==> src/hw/rtl/assert_macros.svh <==
// ----------------------------------------------------------------------------
// assert_macros.svh
// Concurrent assertion helpers used by the RTL. Build with NO_ASSERTIONS
// defined to strip them.
// ----------------------------------------------------------------------------
`ifndef ASSERT_MACROS_SVH
`define ASSERT_MACROS_SVH

`ifndef NO_ASSERTIONS

// prop must hold at every clock edge outside reset
`define ASSERT_RULE(lbl, clk, rstn, prop) \
  lbl: assert property (@(posedge clk) disable iff (!rstn) (prop)) \
    else $error("assertion failed");

// cond must never be seen at a clock edge outside reset
`define ASSERT_NEVER(lbl, clk, rstn, cond) \
  lbl: assert property (@(posedge clk) disable iff (!rstn) !(cond)) \
    else $error("forbidden condition seen");

`else

`define ASSERT_RULE(lbl, clk, rstn, prop)
`define ASSERT_NEVER(lbl, clk, rstn, cond)

`endif

`endif

==> src/hw/rtl/ecrp_pkg.sv <==
// ----------------------------------------------------------------------------
// ecrp_pkg
// Shared widths, register indexes and divider interface types for the
// equal-count row partitioner.
// ----------------------------------------------------------------------------
package ecrp_pkg;

  localparam int unsigned POINT_W   = 16;  // point counts
  localparam int unsigned ROWS_W    = 9;   // row count, up to 256
  localparam int unsigned ROW_W     = 8;   // row index
  localparam int unsigned CFG_IDX_W = 1;
  localparam int unsigned OUT_W     = ROW_W + POINT_W;
  localparam int unsigned DIV_CNT_W = $clog2(POINT_W);

  localparam logic [ROWS_W-1:0] MIN_ROWS = ROWS_W'(2);
  localparam logic [ROWS_W-1:0] MAX_ROWS = ROWS_W'(256);

  typedef enum logic [CFG_IDX_W-1:0] {
    CFG_POINT_TOTAL = 1'b0,
    CFG_ROW_COUNT   = 1'b1
  } cfg_idx_e;

  typedef struct packed {
    logic              start;
    logic [POINT_W-1:0] dividend;
    logic [ROWS_W-1:0]  divisor;
  } div_req_t;

  typedef struct packed {
    logic               busy;
    logic               valid;
    logic [POINT_W-1:0] quotient;
  } div_rsp_t;

endpackage

==> src/hw/rtl/equal_count_row_partitioner_core.sv <==
// ----------------------------------------------------------------------------
// equal_count_row_partitioner_core
// Assigns each run of equal-y points to a row so all rows hold about the
// same number of points.
// ----------------------------------------------------------------------------
// Usage:
//   s_axis carries one run size per transfer. m_axis returns one transfer per
//   run: the assigned row and the echoed run size in tdata, tlast high when
//   the run consumes the last point of the set (partition state then
//   restarts for the next set).
//   cfg writes the point total (index 0) and row_count (index 1); it is
//   always ready and should only be written between runs.
// Sequence:
//   The decision is made after the input transfer, once the output register is
//   free, and the result is registered then. A run that does not end the set
//   then recomputes the target row size with the 16-step divider; the next run
//   is taken only after the new quotient has come back. A run that ends the
//   set skips the division and returns to idle for the next run.
// Reset:
//   Partition state clears, point total = 1, row_count = 2.
// Stall:
//   A result waits in the output register while the divider runs; a new
//   decision waits until that register has been taken.
// ----------------------------------------------------------------------------
`include "assert_macros.svh"

module equal_count_row_partitioner_core (
  input  logic                                  clk_i,
  input  logic                                  rst_ni,
  input  logic                                  s_axis_tvalid_i,
  output logic                                  s_axis_tready_o,
  // [15:0] run_size
  input  logic [ecrp_pkg::POINT_W-1:0]          s_axis_tdata_i,
  output logic                                  m_axis_tvalid_o,
  input  logic                                  m_axis_tready_i,
  // [7:0] row_index, [23:8] run_points
  output logic [ecrp_pkg::OUT_W-1:0]            m_axis_tdata_o,
  output logic                                  m_axis_tlast_o,
  input  logic                                  cfg_valid_i,
  output logic                                  cfg_ready_o,
  input  logic [ecrp_pkg::CFG_IDX_W-1:0]        cfg_index_i,
  input  logic [ecrp_pkg::POINT_W-1:0]          cfg_data_i
);
  import ecrp_pkg::*;

  typedef enum logic [2:0] {
    ST_IDLE   = 3'b001,
    ST_DECIDE = 3'b010,
    ST_DIVIDE = 3'b100
  } state_e;

  state_e state_q, state_d;

  logic [POINT_W-1:0] total_q, total_d;
  logic [ROWS_W-1:0]  rows_q, rows_d;
  logic [POINT_W-1:0] consumed_q, consumed_d;
  logic [POINT_W-1:0] fill_q, fill_d;
  logic [ROW_W-1:0]   row_q, row_d;
  logic [POINT_W-1:0] target_q, target_d;
  logic [POINT_W-1:0] run_q, run_d;
  logic               out_valid_q, out_valid_d;
  logic [OUT_W-1:0]   out_data_q, out_data_d;
  logic               out_last_q, out_last_d;

  logic [POINT_W-1:0] eff_total;
  logic [ROWS_W-1:0]  eff_rows;
  logic [ROWS_W-1:0]  rows_m1;
  logic [ROW_W-1:0]   row_c;
  logic               last_row;
  logic [POINT_W:0]   sum_new;
  logic [POINT_W:0]   dist_new;
  logic [POINT_W-1:0] dist_old;
  logic               advance;
  logic [ROW_W-1:0]   row_new;
  logic [POINT_W:0]   consumed_sum;
  logic               set_done;
  logic [POINT_W-1:0] fill_new;
  logic [POINT_W-1:0] div_num;
  logic [ROWS_W-1:0]  div_den;
  logic               in_xfer;
  logic               out_free;
  logic               decide_go;

  div_req_t div_req;
  div_rsp_t div_rsp;

  ecrp_div u_div (
    .clk_i  (clk_i),
    .rst_ni (rst_ni),
    .req_i  (div_req),
    .rsp_o  (div_rsp)
  );

  // Effective register values and the per-run decision
  always_comb begin
    eff_total = (total_q == '0) ? POINT_W'(1) : total_q;
    if (rows_q < MIN_ROWS) begin
      eff_rows = MIN_ROWS;
    end else if (rows_q > MAX_ROWS) begin
      eff_rows = MAX_ROWS;
    end else begin
      eff_rows = rows_q;
    end
    rows_m1  = eff_rows - 1'b1;
    // row count may have been lowered mid-set
    row_c    = ({1'b0, row_q} > rows_m1) ? rows_m1[ROW_W-1:0] : row_q;
    last_row = ({1'b0, row_c} == rows_m1);

    sum_new  = {1'b0, fill_q} + {1'b0, run_q};
    dist_new = (sum_new >= {1'b0, target_q}) ? (sum_new - {1'b0, target_q})
                                             : ({1'b0, target_q} - sum_new);
    dist_old = (fill_q >= target_q) ? (fill_q - target_q) : (target_q - fill_q);
    advance  = (fill_q != '0) && (dist_new > {1'b0, dist_old}) && !last_row;
    row_new  = row_c + ROW_W'(advance);

    consumed_sum = {1'b0, consumed_q} + {1'b0, run_q};
    set_done     = (consumed_sum >= {1'b0, eff_total});
    fill_new     = advance ? run_q : sum_new[POINT_W-1:0];
    // remaining + new fill; the run size cancels out of both branches
    div_num      = eff_total - consumed_q + (advance ? '0 : fill_q);
    div_den      = eff_rows - {1'b0, row_new};
  end

  assign in_xfer   = s_axis_tvalid_i && s_axis_tready_o;
  assign out_free  = !out_valid_q || m_axis_tready_i;
  assign decide_go = (state_q == ST_DECIDE) && out_free;

  always_comb begin
    state_d     = state_q;
    consumed_d  = consumed_q;
    fill_d      = fill_q;
    row_d       = row_q;
    target_d    = target_q;
    run_d       = run_q;
    out_valid_d = out_valid_q && !m_axis_tready_i;
    out_data_d  = out_data_q;
    out_last_d  = out_last_q;
    div_req     = '{start: 1'b0, dividend: div_num, divisor: div_den};

    unique case (state_q)
      ST_IDLE: begin
        if (in_xfer) begin
          run_d   = s_axis_tdata_i;
          state_d = ST_DECIDE;
        end
      end
      ST_DECIDE: begin
        if (decide_go) begin
          out_valid_d = 1'b1;
          out_data_d  = {run_q, row_new};
          out_last_d  = set_done;
          if (set_done) begin
            consumed_d = '0;
            fill_d     = '0;
            row_d      = '0;
            state_d    = ST_IDLE;
          end else begin
            consumed_d    = consumed_sum[POINT_W-1:0];
            fill_d        = fill_new;
            row_d         = row_new;
            div_req.start = 1'b1;
            state_d       = ST_DIVIDE;
          end
        end
      end
      ST_DIVIDE: begin
        if (div_rsp.valid) begin
          target_d = div_rsp.quotient;
          state_d  = ST_IDLE;
        end
      end
      default: begin
        state_d = ST_IDLE;
      end
    endcase
  end

  // Configuration writes
  always_comb begin
    total_d = total_q;
    rows_d  = rows_q;
    if (cfg_valid_i) begin
      unique case (cfg_index_i)
        CFG_POINT_TOTAL: total_d = cfg_data_i;
        CFG_ROW_COUNT:   rows_d  = cfg_data_i[ROWS_W-1:0];
        default:         total_d = total_q;
      endcase
    end
  end

  always_ff @(posedge clk_i or negedge rst_ni) begin
    if (!rst_ni) begin
      state_q     <= ST_IDLE;
      total_q     <= POINT_W'(1);
      rows_q      <= MIN_ROWS;
      consumed_q  <= '0;
      fill_q      <= '0;
      row_q       <= '0;
      target_q    <= '0;
      out_valid_q <= 1'b0;
    end else begin
      state_q     <= state_d;
      total_q     <= total_d;
      rows_q      <= rows_d;
      consumed_q  <= consumed_d;
      fill_q      <= fill_d;
      row_q       <= row_d;
      target_q    <= target_d;
      out_valid_q <= out_valid_d;
    end
  end

  always_ff @(posedge clk_i) begin
    run_q      <= run_d;
    out_data_q <= out_data_d;
    out_last_q <= out_last_d;
  end

  assign s_axis_tready_o = (state_q == ST_IDLE);
  assign m_axis_tvalid_o = out_valid_q;
  assign m_axis_tdata_o  = out_data_q;
  assign m_axis_tlast_o  = out_last_q;
  assign cfg_ready_o     = 1'b1;

  `ASSERT_RULE(a_busy_after_accept, clk_i, rst_ni, in_xfer |=> !s_axis_tready_o)
  `ASSERT_RULE(a_ready_div_idle, clk_i, rst_ni, s_axis_tready_o |-> !div_rsp.busy)
  `ASSERT_RULE(a_div_rsp_expected, clk_i, rst_ni, div_rsp.valid |-> (state_q == ST_DIVIDE))
  `ASSERT_NEVER(a_fill_le_consumed, clk_i, rst_ni, fill_q > consumed_q)

endmodule

==> src/hw/rtl/ecrp_div.sv <==
// ----------------------------------------------------------------------------
// ecrp_div
// Radix-2 restoring divider: 16-bit dividend by 9-bit divisor, one quotient
// bit per cycle. valid pulses for one cycle with the quotient.
// ----------------------------------------------------------------------------
module ecrp_div (
  input  logic               clk_i,
  input  logic               rst_ni,
  input  ecrp_pkg::div_req_t req_i,
  output ecrp_pkg::div_rsp_t rsp_o
);
  import ecrp_pkg::*;

  logic                 busy_q, busy_d;
  logic                 valid_q, valid_d;
  logic [DIV_CNT_W-1:0] cnt_q, cnt_d;
  logic [POINT_W-1:0]   quo_q, quo_d;
  logic [ROWS_W-1:0]    rem_q, rem_d;
  logic [ROWS_W-1:0]    dvs_q, dvs_d;
  logic [ROWS_W:0]      trial;

  always_comb begin
    trial   = {rem_q, quo_q[POINT_W-1]};
    busy_d  = busy_q;
    valid_d = 1'b0;
    cnt_d   = cnt_q;
    quo_d   = quo_q;
    rem_d   = rem_q;
    dvs_d   = dvs_q;
    priority if (req_i.start) begin
      busy_d = 1'b1;
      cnt_d  = DIV_CNT_W'(POINT_W - 1);
      quo_d  = req_i.dividend;
      rem_d  = '0;
      dvs_d  = req_i.divisor;
    end else if (busy_q) begin
      // quotient register doubles as the dividend shifter
      if (trial >= {1'b0, dvs_q}) begin
        rem_d = ROWS_W'(trial - {1'b0, dvs_q});
        quo_d = {quo_q[POINT_W-2:0], 1'b1};
      end else begin
        rem_d = trial[ROWS_W-1:0];
        quo_d = {quo_q[POINT_W-2:0], 1'b0};
      end
      cnt_d = cnt_q - 1'b1;
      if (cnt_q == '0) begin
        busy_d  = 1'b0;
        valid_d = 1'b1;
      end
    end else begin
      // idle: hold
      cnt_d = cnt_q;
    end
  end

  always_ff @(posedge clk_i or negedge rst_ni) begin
    if (!rst_ni) begin
      busy_q  <= 1'b0;
      valid_q <= 1'b0;
      cnt_q   <= '0;
    end else begin
      busy_q  <= busy_d;
      valid_q <= valid_d;
      cnt_q   <= cnt_d;
    end
  end

  always_ff @(posedge clk_i) begin
    quo_q <= quo_d;
    rem_q <= rem_d;
    dvs_q <= dvs_d;
  end

  assign rsp_o = '{busy: busy_q, valid: valid_q, quotient: quo_q};

endmodule

==> config.mk <==
export PLATFORM = sky130hd
export DESIGN_NAME = equal_count_row_partitioner_core
export DESIGN_NICKNAME = d
export VERILOG_FILES = /design/src/hw/rtl/ecrp_pkg.sv /design/src/hw/rtl/equal_count_row_partitioner_core.sv /design/src/hw/rtl/ecrp_div.sv
export VERILOG_INCLUDE_DIRS = /design/src /design/src/hw/rtl
export SDC_FILE = /design/constraint.sdc
export NUM_CORES = 1
export LEC_CHECK = 0
export BUFFER_PORTS_ARGS = -buffer_cell sky130_fd_sc_hd__buf_2
export CORE_ASPECT_RATIO = 1.5
export CORE_UTILIZATION = 55
export DETAILED_ROUTE_END_ITERATION = 6
export PLACE_DENSITY = 0.73
export RECOVER_POWER = 25
export SETUP_SLACK_MARGIN = 0.3
export SYNTH_ARGS = -nofsm -noshare
export SYNTH_HDL_FRONTEND = slang
export SYNTH_SLANG_ARGS = --single-unit
==> constraint.sdc <==
create_clock -name clk_i -period 10.8 [get_ports clk_i]
set_input_delay 2.16 -clock clk_i [delete_from_list [all_inputs] [get_ports clk_i]]
set_output_delay 2.16 -clock clk_i [all_outputs]
set_load 0.01 [all_outputs]
==> results of run 1 <==
-- through the flow --
step           std cells  worst slack, ns  hold WS, ns
2_1_floorplan       1550            1.217       0.4331
3_3_place_gp        1897           0.7196       0.4505
3_5_place_dp        1897           0.5079       0.4501
4_1_cts             1929           0.4390       0.4684
5_1_grt             1934           0.2956       0.5002
6_report            1934           0.8707       0.4706
-- registers in the layout, indices dropped and copies added (netlist names) --
register / count
m_axis_tlast_o: 1
u_div.valid_q: 1
rows_q: 9
row_q: 8
total_q: 16
u_div.quo_q: 16
run_q: 16
fill_q: 16
state_q: 3
u_div.busy_q: 1
consumed_q: 16
target_q: 16
u_div.cnt_q: 4
m_axis_tvalid_o: 1
u_div.rem_q: 9
u_div.dvs_q: 9
m_axis_tdata_o: 24
-- cell type report --
cell class | instances | area share, %
clock buffer | 18 | 2.959
timing repair buffer | 78 | 2.803
multi-input combinational | 1177 | 57.85
tap | 328 | 2.696
clock inverter | 14 | 0.7315
inverter | 153 | 3.772
sequential | 166 | 29.19
-- placed cells by master (no fill, tap or decap), types with 5 or more instances in the layout --
master and n:
nor3_1 22, nand2_1 141, nor2b_1 30, nor2_1 70, or3_1 10, or2_2 7
o211ai_1 5, inv_6 5, o21ai_0 102, nor3b_1 5, clkbuf_16 18, and2_1 12
a21o_1 46, o31ai_1 10, fa_1 23, nand3_1 25, xnor2_1 58, dfxtp_1 9
o21ai_1 5, nand4_1 17, dfrtp_1 88, a31oi_1 13, ha_1 172, a22o_1 6
and3_1 11, xor2_1 41, buf_2 62, a211oi_1 19, mux2i_1 39, o22ai_1 20
buf_4 11, a21oi_1 111, mux2_2 30, edfxtp_1 66, o21a_1 18, inv_1 150
nor4_1 12, o21bai_1 17, nand2b_1 17
-- final timing paths --
| path | endpoint | slack [ns] | cells past startpoint |
|---|---|---|---|
| setup / recovery | u_div.dvs_q[8]$_DFFE_PP_ | 0.87 | 42 |
| hold / removal | state_q[2]$_DFFE_PN0P_ | 0.47 | 1 |
| setup reg to reg | u_div.dvs_q[8]$_DFFE_PP_ | 0.87 | 42 |
| hold reg to reg | state_q[2]$_DFFE_PN0P_ | 0.47 | 1 |
| max in group asynchronous | row_q[1]$_DFFE_PN0P_ | 6.70 | 2 |
| min in group asynchronous | consumed_q[4]$_DFFE_PN0P_ | 2.40 | 1 |
-- per-layer routing --
metal / up-vias / wire, µm / global-route usage [%]
met2: 298 / 19700 / 55.22
met5: - / 0 / 0
met1: 5512 / 14550 / 31.81
li1: 5586 / - / -
met3: 106 / 1119 / 2.842
met4: 0 / 1856 / 16.86
-- timing repair --
| action | 4_1_cts | 5_1_grt |
|---|---|---|
| gates resized for setup | 0 | 8 |
| hold buffers | 0 | 0 |
| endpoints found under the setup margin | 0 | 12 |
| setup buffers | 0 | 5 |
-- kinds of logic (layout without fill, tap and decap cells) --
kind of cell	after synthesis	in the layout	share of synthesized area [%]
multiplexers	71	71	5.343
AO/OA/AOI/OAI	415	415	18.60
buffers and inverters	207	263	5.868
XOR/XNOR	99	99	6.171
adder cells (fa/ha/maj)	196	196	18.68
other	1	1	0.02669
AND/OR/NAND/NOR	395	395	13.69
flip-flops	166	166	31.62
-- critical path: cells and delay by family (launching register included) --
| kind | cells | cell delay, ns |
|---|---|---|
| compound gates | 23 | 4.49 |
| flops | 1 | 0.44 |
| xor+xnor | 3 | 0.57 |
| mux | 1 | 0.21 |
| buf+inv | 3 | 0.54 |
| simple gates | 5 | 1.11 |
| fa+ha+maj | 7 | 2.24 |
==> results.md, run 1 <==
- Final min period: 9.929 ns
- Peak Freq: 0.1007 GHz
- Input/output buffers: 64
- Rows: 71
- Die area: 26200 µm²
- Seq. cell area: 4443 µm²
- Worst path most repeated cell: a21oi_1
- Die X: 132.5 µm
- Register area share after synthesis: 31.62%
- Ant diodes: 0
- Yosys cell types: 80
- Vias per cell: 5.947
- Skew final: 0.01206 ns
- Main synth FF type: dfrtp_1
- Clock Latency Late Sink: 0.45 ns
- Final Hold Vio Count: 0
- Ys Warns: 0
- Die height: 197.8 µm
- Htree depth: 4
- Area of the multi-input gates: 8807 µm²
- HP Start: u_div.valid_q$_DFF_PN0_
- Hold Path Class: flip-flop to flip-flop
- CTS tree: yes
- Cell with the most instances after synthesis: ha_1
- Vias: 11502
- Final HPWL DP: 29560 µm
- Yosys top cell area share: 15.67%
- Crit path launch type: flip-flop
- Router iterations before antenna repair: 5
- Total gr overflow: 0
- Fin util: 60.77%
- Top post-synthesis cells by count: ha_1 (173), inv_1 (151), nand2_1 (141)
- Gate Count Post-Synth: 1550
- Pins over their slew limit: 43
- Synth top area cells: dfrtp_1 (16%), ha_1 (15%), edfxtp_1 (14%)
- RSZ-0062 raised after global routing: no
- Ports: 66
- Design Area, Final: 15220 µm²
- DRC Markers: 0
- Fin crit share: 91.94%
- Clk sink count: 166
- Post-synth ARST share: 54.82%
- Core area: 25050 µm²
- Initial detailed-routing violation count: 443
- Root Buffer: clkbuf_16
- Starting density of the core: 56.09%
- CP Capture Type: flip-flop
- Area grow syn2layout: 8.344%
- Setup_tns: 0 ns
- Crit path from: run_q[0]$_DFFE_PP_
- Syn nets: 1784
- Initial antenna violation count: 0
- Worst Tran Pin Value: 2.326 ns
- Net count, final: 1827
- First-pass GRT wire length: 59000 µm
- Violated checks: capacitance limit, slew limit
- Dpl cell area: 14620 µm²
- Largest net degree at the start of global routing: 56
- Synthesized flop and latch total: 166
- CTS Buffer Depth: 2
- Status: finished with violations
- Slew headroom: -55.07%
- DRT antenna net count: 0
- CTS Buf Count: 17
- Synth area leader: dfrtp_1
- Share of cells above drive strength 1: 10.27%
- Vias in the first global route: 11507
- Worst path required time: 10.98 ns
- Gp weighted congestion: 0.9268
- Mapped Area: 14050 µm²
- CP Max Fanout: 17
- Clk slew on worst S/H paths: 0.07 ns
- Drt wl/cell: 19.25 µm
- EDFF count, synth: 66
- Worst EP arrival: 10.10 ns
- Worst Setup Path Type: flip-flop to flip-flop
- Max-cap violation count: 1
- Syn_area_per_cell: 9.065 µm²
- Crit path max-delay cell type: or4_1
- R2r startpoint: run_q[0]$_DFFE_PP_
- Worst path max stage delay: 0.55 ns
- FILL cells: 2250
- Routed wire length: 37220 µm
- Endpoints failing setup: 0
- Total track usage: 29.32%
Power of run 1 is not shown: default switching activity piles up to over one toggle a cycle in this logic, so the estimate is an artifact.
==> run 2, diff against run 1 <==
- SKIP_CTS_REPAIR_TIMING: default -> 1
- SYNTH_HIERARCHICAL: default -> 1
==> run 2 against run 1 <==
The flow still finishes with violations (capacitance limit, slew limit). Synthesized cell count increased by 2.2%. Die area increased by 1.2%. Final cell count increased by 1.4%. Flip-flop and latch count unchanged. First-iteration DRC count increased by 73%. Register-to-register slack got worse by 0.23 ns. Wire length increased by 10%. Global-route usage increased by 2.3 points. Setup slack got worse by 0.23 ns.
==> results.md, run 2 <==
- Number of flip-flops in the largest register: 24 (unchanged)
- Peak Freq: 0.09841 GHz (-2.3%)
- Rows: 71 (unchanged)
- DRC Markers: 0 (unchanged)
- Syn_area_per_cell: 8.980 µm² (-0.94%)
- Root Buffer: clkbuf_16
- Fin crit share: 94.09% (+2.2 points)
- Router iterations before antenna repair: 6 (+1)
- DRT antenna net count: 0 (unchanged)
- Violated checks: capacitance limit, slew limit
- CTS Buffer Depth: 2 (unchanged)
- Die height: 199.0 µm (+0.61%)
- Setup_tns: 0 ns (unchanged)
- Worst path max stage delay: 0.50 ns (-0.05 ns)
- Worst Tran Pin Value: 2.533 ns (+0.2072 ns)
- Clk sink count: 166 (unchanged)
- Hold depth: 1 (unchanged)
- Final min period: 10.16 ns (+0.2326 ns)
- CP Max Fanout: 7 (-10)
- Routed wire length: 41040 µm (+10%)
- Total gr overflow: 0 (unchanged)
- Worst path most repeated cell: a21oi_1
- Most frequent cells in the layout: ha_1 (170), inv_1 (145), nand2_1 (131)
- Final Hold Vio Count: 0 (unchanged)
- Skew final: 0.006287 ns (-0.005776 ns)
- Area grow syn2layout: 8.488%
- Hold Path Class: flip-flop to flip-flop
- HP Start: u_div/valid_q$_DFF_PN0_
- CTS tree: yes
- Initial antenna violation count: 0 (unchanged)
- Status: finished with violations
- Commonest non-fill, non-tap cell in the layout: ha_1
- Largest net degree at the start of global routing: 59 (+5.4%)
- Net count, final: 1853 (+1.4%)
- First-pass GRT wire length: 64030 µm (+8.5%)
- Starting density of the core: 56.38% (+0.29 points)
- Flop-to-flop setup slack: 0.64 ns (-0.23 ns)
- Syn nets: 1817 (+1.8%)
- CP Capture Type: flip-flop
- Vias in the first global route: 12382 (+7.6%)
- Initial detailed-routing violation count: 766 (+73%)
- Clk slew on worst S/H paths: 0.06 ns (about the same)
- Vias: 12169 (+5.8%)
- Input/output buffers: 64 (unchanged)
- Gate Count Post-Synth: 1584 (+2.2%)
- R2r startpoint: fill_q[1]$_DFFE_PN0P_
- Worst EP arrival: 10.35 ns (+0.25 ns)
- Crit-path leading delay family: compound AO/OA/AOI/OAI gates
- Drt wl/cell: 20.93 µm (+8.7%)
- Die X: 133.3 µm (+0.60%)
- Vias per cell: 6.206 (+4.3%)
- Post-place setup slack: 0.3330 ns (-0.1749 ns)
- Worst path required time: 10.99 ns (about the same)
- Mapped Area: 14220 µm² (+1.2%)
- FILL cells: 2218 (-1.4%)
- Area of the multi-input gates: 9010 µm² (+2.3%)
- Pins over their slew limit: 45 (+4.7%)
- Core area: 25230 µm² (+0.71%)
- Crit path launch type: flip-flop
- Gp weighted congestion: 1.048 (+13%)
- Htree depth: 4 (unchanged)
- Max-cap violation count: 1 (unchanged)
- Total track usage: 31.62% (+2.3 points)
- Share of cells above drive strength 1: 10.59% (+0.32 points)
- Hold Path End: state_q[2]$_DFFE_PN0P_
- Crit path max-delay cell type: fa_1
- Reg2Reg Depth: 42 (unchanged)
- Worst Setup Path Type: flip-flop to flip-flop
- RSZ-0062 raised after global routing: yes
- Seq. cell area: 4443 µm² (unchanged)
- Slew headroom: -68.88% (-14 points)
- FF-to-FF End: u_div/quo_q[14]$_DFFE_PP_
- CP bufs+invs: 2 (-1)
- Ys Warns: 6 (+6)
- CTS Buf Count: 17 (unchanged)
- Die area: 26520 µm² (+1.2%)
- Final HPWL DP: 32230 µm (+9.1%)
- Endpoints failing setup: 0 (unchanged)
- Post-layout worst setup margin: 0.6381 ns (-0.2326 ns)
- Clock Latency Late Sink: 0.44 ns (about the same)
- Ports: 66 (unchanged)
- Ant diodes: 0 (unchanged)
## run 2: worst max-delay path by stage
stage	startpoint	endpoint	slack (ns)	depth (start not counted)
floorplan	run_q[1]$_DFFE_PP_	u_div/quo_q[14]$_DFFE_PP_	1.67	42
global placement	run_q[0]$_DFFE_PP_	u_div/quo_q[14]$_DFFE_PP_	0.60	41
detailed placement	fill_q[0]$_DFFE_PN0P_	u_div/quo_q[14]$_DFFE_PP_	0.33	41
CTS	fill_q[0]$_DFFE_PN0P_	u_div/quo_q[14]$_DFFE_PP_	0.31	41
global route	fill_q[1]$_DFFE_PN0P_	u_div/quo_q[14]$_DFFE_PP_	0.19	42
finish	fill_q[1]$_DFFE_PN0P_	u_div/quo_q[14]$_DFFE_PP_	0.64	42
## run 2: cell type report
type                    count  area share, %
multi-input cells        1207          58.39
clock buffers              19          2.805
flip-flops and latches    166          28.79
repair buffers             80          2.805
inverters                 148          3.600
clock inverters            13         0.9487
well taps                 328          2.660
## run 2: stage by stage
stage	hold slack (ns)	util, %	std cells	instance area (µm²)
floorplan	0.4475	-	1584	14220
global placement	0.4689	58.63	1926	14790
detailed placement	0.4806	58.63	1926	14790
CTS	0.4911	60.93	1958	15370
global route	0.5139	61.16	1961	15430
finish	0.4934	61.16	1961	15430
## run 2: per-layer routing
layer | GRT usage, % | vias up | wire length, µm
met5 | 0 | - | 0
met4 | 22.14 | 0 | 2824
met3 | 3.364 | 157 | 1421
met2 | 59.65 | 418 | 21660
met1 | 32.39 | 5874 | 15130
li1 | - | 5720 | -
Power of run 2 is left out for the same reason.
